--- config.mk ---
export PLATFORM = sky130hd
export DESIGN_NAME = brickwall_peak_limiter_flat
export DESIGN_NICKNAME = d
export VERILOG_FILES = /design/src/hdl/bpl_pkg.sv /design/src/hdl/bpl_ifs.sv /design/src/hdl/bpl_divider.sv /design/src/hdl/brickwall_peak_limiter.sv /design/src/flat_wrapper.sv
export SDC_FILE = /design/constraint.sdc
export NUM_CORES = 2
export LEC_CHECK = 0
export BUFFER_PORTS_ARGS = -buffer_cell sky130_fd_sc_hd__buf_2
export CAP_MARGIN = 30
export CORE_UTILIZATION = 40
export CTS_CLUSTER_DIAMETER = 80
export DETAILED_ROUTE_END_ITERATION = 16
export GPL_TIMING_DRIVEN = 0
export HOLD_SLACK_MARGIN = 0.08
export SYNTH_ARGS = -nofsm -noshare
export SYNTH_HDL_FRONTEND = slang
export SYNTH_SLANG_ARGS = --single-unit
--- constraint.sdc ---
create_clock -name clk -period 7.7 [get_ports clk]
set_input_delay 0.385 -clock clk [delete_from_list [all_inputs] [get_ports clk]]
set_output_delay 0.385 -clock clk [all_outputs]
set_load 0.1 [all_outputs]
--- src/hdl/bpl_pkg.sv ---
// bpl_pkg: shared constants for the brickwall peak limiter.
// Default widths and configuration register indexes; no dependencies.
package bpl_pkg;

  localparam int DEF_SAMPLE_BITS    = 24;
  localparam int DEF_GAIN_FRAC_BITS = 16;

  // release pole reset value in Q0.16, rescaled to the gain format at elaboration
  localparam int RELEASE_RESET_Q16  = 65387;

  localparam int CFG_IDX_BITS = 2;

  localparam logic [CFG_IDX_BITS-1:0] REG_CEILING = 2'd0;
  localparam logic [CFG_IDX_BITS-1:0] REG_RELEASE = 2'd1;

endpackage

--- src/hdl/bpl_ifs.sv ---
// bpl_ifs: valid/ready stream interfaces for sample input and limited output.
// Depends on bpl_pkg for default widths.
interface bpl_in_if
  import bpl_pkg::*;
#(
  parameter int SAMPLE_BITS = DEF_SAMPLE_BITS
);
  logic                          valid;
  logic                          ready;
  logic signed [SAMPLE_BITS-1:0] sample_in;
  logic                          block_start;

  modport source (output valid, sample_in, block_start, input ready);
  modport sink   (input valid, sample_in, block_start, output ready);
endinterface

interface bpl_out_if
  import bpl_pkg::*;
#(
  parameter int SAMPLE_BITS    = DEF_SAMPLE_BITS,
  parameter int GAIN_FRAC_BITS = DEF_GAIN_FRAC_BITS
);
  logic                          valid;
  logic                          ready;
  logic signed [SAMPLE_BITS-1:0] sample_out;
  logic [GAIN_FRAC_BITS:0]       gain_now;
  logic [SAMPLE_BITS-2:0]        peak_level;

  modport source (output valid, sample_out, gain_now, peak_level, input ready);
  modport sink   (input valid, sample_out, gain_now, peak_level, output ready);
endinterface

--- src/hdl/bpl_divider.sv ---
// bpl_divider: restoring divider, one quotient bit per cycle, for the attack gain.
// Caller guarantees the quotient fits in GAIN_FRAC_BITS+1 bits. Uses bpl_pkg.
module bpl_divider
  import bpl_pkg::*;
#(
  parameter int SAMPLE_BITS    = DEF_SAMPLE_BITS,
  parameter int GAIN_FRAC_BITS = DEF_GAIN_FRAC_BITS
) (
  input  logic                                    clk,
  input  logic                                    rst_n,
  input  logic                                    start,
  input  logic [SAMPLE_BITS+GAIN_FRAC_BITS-2:0]   dividend,
  input  logic [SAMPLE_BITS-1:0]                  divisor,
  output logic                                    done,
  output logic [GAIN_FRAC_BITS:0]                 quotient
);

  localparam int S  = SAMPLE_BITS;
  localparam int F  = GAIN_FRAC_BITS;
  localparam int CW = $clog2(F + 1);

  logic          busy_r;
  logic          done_r;
  logic [CW-1:0] cnt_r;
  logic [S-1:0]  rem_r;
  logic [S-1:0]  dvs_r;
  logic [F:0]    low_r;
  logic [F:0]    quo_r;

  logic [S:0]    trial;
  logic          fits;

  assign trial = {rem_r, low_r[F]};
  assign fits  = trial >= {1'b0, dvs_r};

  always_ff @(posedge clk) begin
    if (!rst_n) begin
      busy_r <= 1'b0;
      done_r <= 1'b0;
      cnt_r  <= '0;
    end else begin
      done_r <= 1'b0;
      if (start) begin
        busy_r <= 1'b1;
        cnt_r  <= CW'(F);
      end else if (busy_r) begin
        cnt_r <= cnt_r - 1'b1;
        if (cnt_r == '0) begin
          busy_r <= 1'b0;
          done_r <= 1'b1;
        end
      end
    end
  end

  // high part of the dividend is below the divisor, so only F+1 steps remain
  always_ff @(posedge clk) begin
    if (start) begin
      rem_r <= S'(dividend[S+F-2:F+1]);
      low_r <= dividend[F:0];
      dvs_r <= divisor;
      quo_r <= '0;
    end else if (busy_r) begin
      low_r <= {low_r[F-1:0], 1'b0};
      if (fits) begin
        rem_r <= S'(trial - {1'b0, dvs_r});
        quo_r <= {quo_r[F-1:0], 1'b1};
      end else begin
        rem_r <= trial[S-1:0];
        quo_r <= {quo_r[F-1:0], 1'b0};
      end
    end
  end

  assign done     = done_r;
  assign quotient = quo_r;

endmodule

--- src/hdl/brickwall_peak_limiter.sv ---
// brickwall_peak_limiter: per-sample gain limiter with one shared multiplier and a serial divider.
// Path from transfer to result: MUL, ATK, DIV on an attack, REL, REL2 when the release step runs,
// then APP and FIN into the output register; an attack always leaves a release step to do.
// A new sample is taken only in idle, once the last one is through; the attack divider is the
// slowest path, and a stalled output holds the last state until the output register frees up.
// Synchronous active-low reset: unity gain, zero peak, registers at their reset values.
module brickwall_peak_limiter
  import bpl_pkg::*;
#(
  parameter int SAMPLE_BITS    = DEF_SAMPLE_BITS,
  parameter int GAIN_FRAC_BITS = DEF_GAIN_FRAC_BITS,
  localparam int CFGW = (SAMPLE_BITS - 1 > GAIN_FRAC_BITS) ? SAMPLE_BITS - 1 : GAIN_FRAC_BITS
) (
  input  logic                    clk,
  input  logic                    rst_n,
  bpl_in_if.sink                  in_if,
  bpl_out_if.source               out_if,
  input  logic                    cfg_we,
  input  logic [CFG_IDX_BITS-1:0] cfg_idx,
  input  logic [CFGW-1:0]         cfg_wdata
);

  localparam int S  = SAMPLE_BITS;
  localparam int F  = GAIN_FRAC_BITS;
  localparam int MW = (S > F) ? S : F;
  localparam int PW = MW + F + 1;
  localparam int AW = 2 * F + 1;
  localparam logic [F:0] UNITY = {1'b1, {F{1'b0}}};
  localparam int REL_RST = (F >= 16) ? (RELEASE_RESET_Q16 << (F - 16))
                                     : (RELEASE_RESET_Q16 >> (16 - F));

  typedef enum logic [2:0] {
    S_IDLE, S_MUL, S_ATK, S_DIV, S_REL, S_REL2, S_APP, S_FIN
  } state_t;

  state_t       state_r;
  logic [S-2:0] ceil_r;
  logic [F-1:0] coeff_r;
  logic [F:0]   gain_r;
  logic [S-2:0] peak_r;
  logic [S-1:0] mag_r;
  logic         neg_r;
  logic [PW-1:0] prod_r;

  logic           out_valid_r;
  logic [S-1:0]   out_sample_r;
  logic [F:0]     out_gain_r;
  logic [S-2:0]   out_peak_r;

  logic           in_xfer;
  logic [S-1:0]   mag_in;
  logic [MW-1:0]  op_a;
  logic [PW-1:0]  prod_nxt;
  logic [S+F-2:0] ceil_scaled;
  logic           attack;
  logic           div_start;
  logic           div_done;
  logic [F:0]     div_quo;
  logic [AW-1:0]  acc;
  logic [F:0]     gain_rel_nxt;
  logic [MW:0]    ymag_full;
  logic [S-2:0]   ymag;
  logic           out_free;

  assign in_if.ready = (state_r == S_IDLE);
  assign in_xfer     = in_if.valid && in_if.ready;

  // two's complement magnitude; the most negative code maps to 2^(S-1) by itself
  assign mag_in = in_if.sample_in[S-1] ? S'(~in_if.sample_in + 1'b1) : S'(in_if.sample_in);

  assign op_a     = (state_r == S_REL) ? MW'(coeff_r) : MW'(mag_r);
  assign prod_nxt = PW'(op_a) * PW'(gain_r);

  assign ceil_scaled = {ceil_r, {F{1'b0}}};
  assign attack      = prod_r > PW'(ceil_scaled);
  assign div_start   = (state_r == S_ATK) && attack;

  assign acc          = AW'(prod_r) + (AW'(UNITY - {1'b0, coeff_r}) << F);
  assign gain_rel_nxt = acc[AW-1:F];

  assign ymag_full = prod_r[PW-1:F];
  assign ymag      = (ymag_full > (MW+1)'(ceil_r)) ? ceil_r : ymag_full[S-2:0];
  assign out_free  = !out_valid_r || out_if.ready;

  bpl_divider #(
    .SAMPLE_BITS   (S),
    .GAIN_FRAC_BITS(F)
  ) u_div (
    .clk     (clk),
    .rst_n   (rst_n),
    .start   (div_start),
    .dividend(ceil_scaled),
    .divisor (mag_r),
    .done    (div_done),
    .quotient(div_quo)
  );

  always_ff @(posedge clk) begin
    if (!rst_n) begin
      ceil_r  <= '1;
      coeff_r <= F'(REL_RST);
    end else if (cfg_we) begin
      unique case (cfg_idx)
        REG_CEILING: ceil_r  <= cfg_wdata[S-2:0];
        REG_RELEASE: coeff_r <= cfg_wdata[F-1:0];
        default: ;
      endcase
    end
  end

  always_ff @(posedge clk) begin
    if (!rst_n) begin
      state_r     <= S_IDLE;
      gain_r      <= UNITY;
      peak_r      <= '0;
      out_valid_r <= 1'b0;
    end else begin
      if (state_r == S_FIN && out_free) begin
        out_valid_r <= 1'b1;
      end else if (out_valid_r && out_if.ready) begin
        out_valid_r <= 1'b0;
      end
      unique case (state_r)
        S_IDLE: begin
          if (in_xfer) begin
            if (in_if.block_start) begin
              gain_r <= UNITY;
              peak_r <= '0;
            end
            state_r <= S_MUL;
          end
        end
        S_MUL:  state_r <= S_ATK;
        S_ATK:  state_r <= attack ? S_DIV : S_REL;
        S_DIV: begin
          if (div_done) begin
            gain_r  <= div_quo;
            state_r <= S_REL;
          end
        end
        S_REL:  state_r <= (gain_r < UNITY) ? S_REL2 : S_APP;
        S_REL2: begin
          gain_r  <= gain_rel_nxt;
          state_r <= S_APP;
        end
        S_APP:  state_r <= S_FIN;
        S_FIN: begin
          // hold until the output register is free
          if (out_free) begin
            if (ymag > peak_r) begin
              peak_r <= ymag;
            end
            state_r <= S_IDLE;
          end
        end
        default: state_r <= S_IDLE;
      endcase
    end
  end

  always_ff @(posedge clk) begin
    if (in_xfer) begin
      mag_r <= mag_in;
      neg_r <= in_if.sample_in[S-1];
    end
    if (state_r == S_MUL || state_r == S_APP || (state_r == S_REL && gain_r < UNITY)) begin
      prod_r <= prod_nxt;
    end
    if (state_r == S_FIN && out_free) begin
      out_sample_r <= neg_r ? S'(~{1'b0, ymag} + 1'b1) : {1'b0, ymag};
      out_gain_r   <= gain_r;
      out_peak_r   <= (ymag > peak_r) ? ymag : peak_r;
    end
  end

  assign out_if.valid      = out_valid_r;
  assign out_if.sample_out = out_sample_r;
  assign out_if.gain_now   = out_gain_r;
  assign out_if.peak_level = out_peak_r;

  a_gain_max: assert property (@(posedge clk) disable iff (!rst_n)
    gain_r <= UNITY)
    else $error("gain above unity");

  a_div_quo: assert property (@(posedge clk) disable iff (!rst_n)
    div_done |-> (state_r == S_DIV && div_quo < gain_r))
    else $error("attack quotient not below current gain");

  a_fin_hold: assert property (@(posedge clk) disable iff (!rst_n)
    (state_r == S_FIN && out_valid_r && !out_if.ready) |=> (state_r == S_FIN && out_valid_r))
    else $error("result overwrote a pending output");

  a_peak_mono: assert property (@(posedge clk) disable iff (!rst_n)
    ($past(rst_n) && !(in_xfer && in_if.block_start)) |=> peak_r >= $past(peak_r))
    else $error("peak decreased without block start");

  a_busy_block: assert property (@(posedge clk) disable iff (!rst_n)
    in_xfer |=> !in_if.ready)
    else $error("input taken while busy");

endmodule
--- src/flat_wrapper.sv ---
// flat-port wrapper written by rule: the top's interface ports become plain ports
module brickwall_peak_limiter_flat import bpl_pkg::*;
#(
  parameter int SAMPLE_BITS    = DEF_SAMPLE_BITS,
  parameter int GAIN_FRAC_BITS = DEF_GAIN_FRAC_BITS,
  localparam int CFGW = (SAMPLE_BITS - 1 > GAIN_FRAC_BITS) ? SAMPLE_BITS - 1 : GAIN_FRAC_BITS
)
  (clk, rst_n, cfg_we, cfg_idx, cfg_wdata, in_if_valid, in_if_sample_in, in_if_block_start, in_if_ready, out_if_valid, out_if_sample_out, out_if_gain_now, out_if_peak_level, out_if_ready);
  bpl_in_if #(.SAMPLE_BITS(SAMPLE_BITS)) in_if_i ();
  bpl_out_if #(.SAMPLE_BITS(SAMPLE_BITS), .GAIN_FRAC_BITS(GAIN_FRAC_BITS)) out_if_i ();
  input  logic clk;
  input  logic rst_n;
  input  logic cfg_we;
  input  logic [CFG_IDX_BITS-1:0] cfg_idx;
  input  logic [CFGW-1:0] cfg_wdata;
  input wire logic [$bits(in_if_i.valid)-1:0] in_if_valid;
  input wire logic [$bits(in_if_i.sample_in)-1:0] in_if_sample_in;
  input wire logic [$bits(in_if_i.block_start)-1:0] in_if_block_start;
  output wire logic [$bits(in_if_i.ready)-1:0] in_if_ready;
  output wire logic [$bits(out_if_i.valid)-1:0] out_if_valid;
  output wire logic [$bits(out_if_i.sample_out)-1:0] out_if_sample_out;
  output wire logic [$bits(out_if_i.gain_now)-1:0] out_if_gain_now;
  output wire logic [$bits(out_if_i.peak_level)-1:0] out_if_peak_level;
  input wire logic [$bits(out_if_i.ready)-1:0] out_if_ready;
  assign in_if_i.valid = in_if_valid;
  assign in_if_i.sample_in = in_if_sample_in;
  assign in_if_i.block_start = in_if_block_start;
  assign in_if_ready = in_if_i.ready;
  assign out_if_valid = out_if_i.valid;
  assign out_if_sample_out = out_if_i.sample_out;
  assign out_if_gain_now = out_if_i.gain_now;
  assign out_if_peak_level = out_if_i.peak_level;
  assign out_if_i.ready = out_if_ready;
  brickwall_peak_limiter #(.SAMPLE_BITS(SAMPLE_BITS), .GAIN_FRAC_BITS(GAIN_FRAC_BITS)) u_core (.clk(clk), .rst_n(rst_n), .in_if(in_if_i), .out_if(out_if_i), .cfg_we(cfg_we), .cfg_idx(cfg_idx), .cfg_wdata(cfg_wdata));
endmodule
==> impl_metrics.ini <==
[detailed_routing]
first_iter_violations = 1728
wl_um = 87500
wire_per_inst_um = 20.6
vias_per_cell = 5.32
antenna_left = 0
vias = 22500
route.detailed.drc = 0
dr.pass1.iters = 7

[cts]
htreeDepth = 1
cts_tree = done
insertion_delay_ns = 0.59
root_buffer = clkbuf_16
cts_sinks = 286
numCtsBuffers = 30
clkTransAtPathRegs_ns = 0.07
clockBufferDepth = 3

[run]
maxCapViolCount = 0

[worst_setup_path]
cp_max_fo = 10
r2r-start = u_core.gain_r[3]$_SDFFE_PN0P_
rrSetupSlack_ns = 0.14
worst_setup_path_start_kind = register
setup.worst_path.start = u_core.gain_r[3]$_SDFFE_PN0P_
required_ns = 8.04
crit_type = register to register
endpoint_kind = register
arrival_ns = 7.89
reg2reg_depth = 20

[die]
die_w_um = 270
rows = 98
coreArea_um2 = 71400
io_pins = 121
die_h_um = 270
start_util = 0.404
design.die.area_um2 = 73200

[global_routing]
grt_pass1_vias = 22300
antenna_found_initial = 1
grt_max_degree = 61
grtUsageTotal = 0.239
grt_pass1_wl_um = 134000
gr-total-overflow = 0

[synth]
yosysMostFrequentCell = inv_1
yosysTopAreaCell = fa_1
synth_seq_cells = 286
ys_async_sr_fraction = 0
seq_area_frac_synth = 0.260
yosysWarnings = 0
synth_edf_count = 177
synth.top_cell.area_share = 0.230
ys.flop_type = edfxtp_1
ys_types = 90
syn_area_um2 = 28800
synthTopCellsByArea = fa_1 (23%), edfxtp_1 (18%), ha_1 (8.9%)
postSynthCellCount = 3091
avgSynthCellArea_um2 = 9.33
ys_top_cells_by_count = inv_1 (472), nand2_1 (400), fa_1 (331)
synthesis.nets = 3683

[timing]
tns_ns = 0
worst_pin_slew_ns = 0.908
final_hold_viol_count = 0
setup_slack_ns = 0.143
max_freq_mhz = 132
final_max_slew_viol_count = 0
skew_ns = 0.0267
layout_worst_path_cycle_share = 0.981
slew_headroom = 0.395
setup_viol = 0
finalCriticalPeriod_ns = 7.56
hold_slack_ns = 0.111

[finish]
areaGrowthSynthToFinish_pct = 11.9
num-nets-final = 3855
fin_util = 0.452
drive_gt1_frac = 0.0937

[worst_hold_path]
worstHoldStart = in_if_sample_in[21]
whs_path_depth = 2
hold_path_class = input pin to register

[placement]
pre_cts_ws_ns = -1.35
io_buffer_count = 119
dp_hpwl_um = 71600
gp_congestion = 0.945

[status]
status = completed
==> final cells by class <==
cell class / instances / area (um2)
Clock inverter: 21 / 298
Multi-Input combinational cell: 2180 / 19100
Fill cell: 7004 / 39100
Buffer: 139 / 694
Sequential cell: 286 / 7500
Tap cell: 950 / 1190
Inverter: 478 / 1790
Antenna cell: 1 / 2.50
Timing Repair Buffer: 148 / 921
Clock buffer: 35 / 801
==> flip-flops by register name, summed over array words and instances, names as in the netlist, 23 cells and up <==
name,cells
u_core.out_if.peak_level,23
u_core.mag_r,24
u_core.prod_r,41
u_core.peak_r,23
u_core.u_div.dvs_r,24
u_core.u_div.rem_r,24
u_core.out_if.sample_out,24
u_core.ceil_r,23
==> layer usage <==
layer  GRT usage  wire (um)  share of wire  up-vias
met5           0          8       0.000091        -
met2       0.392      40700           0.47      734
met1       0.325      38100           0.44    11000
met3      0.0234       4930          0.056      155
met4      0.0920       3680          0.042        2
li1            -          -              -    10600
==> critical path: stages (launching register included) <==
cell and delay, ns:
dfxtp_1 0.72, clkbuf_1 0.72, nand2_1 0.16, fa_1 0.54
inv_1 0.05, fa_1 0.55, fa_1 0.46, fa_1 0.53
fa_1 0.50, inv_1 0.05, fa_1 0.60, inv_1 0.08
ha_1 0.36, and3_1 0.24, nor2b_1 0.15, o2111a_1 0.19
nor2_2 0.25, a21oi_2 0.14, a221o_1 0.42, a21o_1 0.25
a311o_1 0.33
==> kinds of logic after synthesis <==
group | Yosys count | synth area share
XOR/XNOR | 117 | 0.0355
AO/OA/AOI/OAI | 480 | 0.111
multiplexers | 77 | 0.0287
AND/OR/NAND/NOR | 969 | 0.162
adder cells (fa/ha/maj) | 537 | 0.319
flip-flops | 286 | 0.260
buffers and inverters | 625 | 0.0831
==> layout by cell type (no fill, tap or decap), drive strengths merged, types with 8 or more instances in the layout <==
cell type,Yosys,layout
nor3,41,41
o211ai,55,55
o21a,21,21
nor2,134,134
xnor2,100,100
o21ai,124,124
nor4,21,21
nand3b,9,9
or4,9,9
edfxtp,177,177
and2,123,123
o31ai,12,12
a21oi,86,86
nand4,11,11
nand3,85,85
nor2b,18,18
dlygate4sd3,0,21
a31oi,22,22
nand2,400,400
fa,331,331
nand2b,21,21
a21o,35,35
mux2,37,37
buf,27,159
inv,477,483
or2,8,8
clkbuf,120,142
and3,50,50
or3,23,23
xor2,17,17
dfxtp,109,109
o2111ai,20,20
ha,206,206
a22oi,16,16
mux2i,40,40
a211oi,16,16
==> worst paths after layout <==
kind                                        end
min reg2reg  u_core.u_div.cnt_r[1]$_SDFFE_PP0P_
max                 u_core.prod_r[38]$_DFFE_PP_
max reg2reg         u_core.prod_r[38]$_DFFE_PP_
min                  u_core.mag_r[21]$_DFFE_PP_
==> metrics by stage <==
stage          cells  instance area (um2)
5_1_grt         4237                32300
2_1_floorplan   3091                28800
3_5_place_dp    4166                30700
6_report        4238                32300
4_1_cts         4237                32200
3_3_place_gp    4160                30600
==> timing repair <==
action,4_1_cts,5_1_grt
hold buffers,21,0
pin swaps,1,4
setup buffers,1,1
gates cloned,0,0
setup endpoints to repair,22,5
endpoints found under the hold margin,26,0
gates resized for setup,61,40
Power is left out: the tool's default activity adds up to more than one toggle a clock period on the data nets, which glitch-free logic cannot reach.
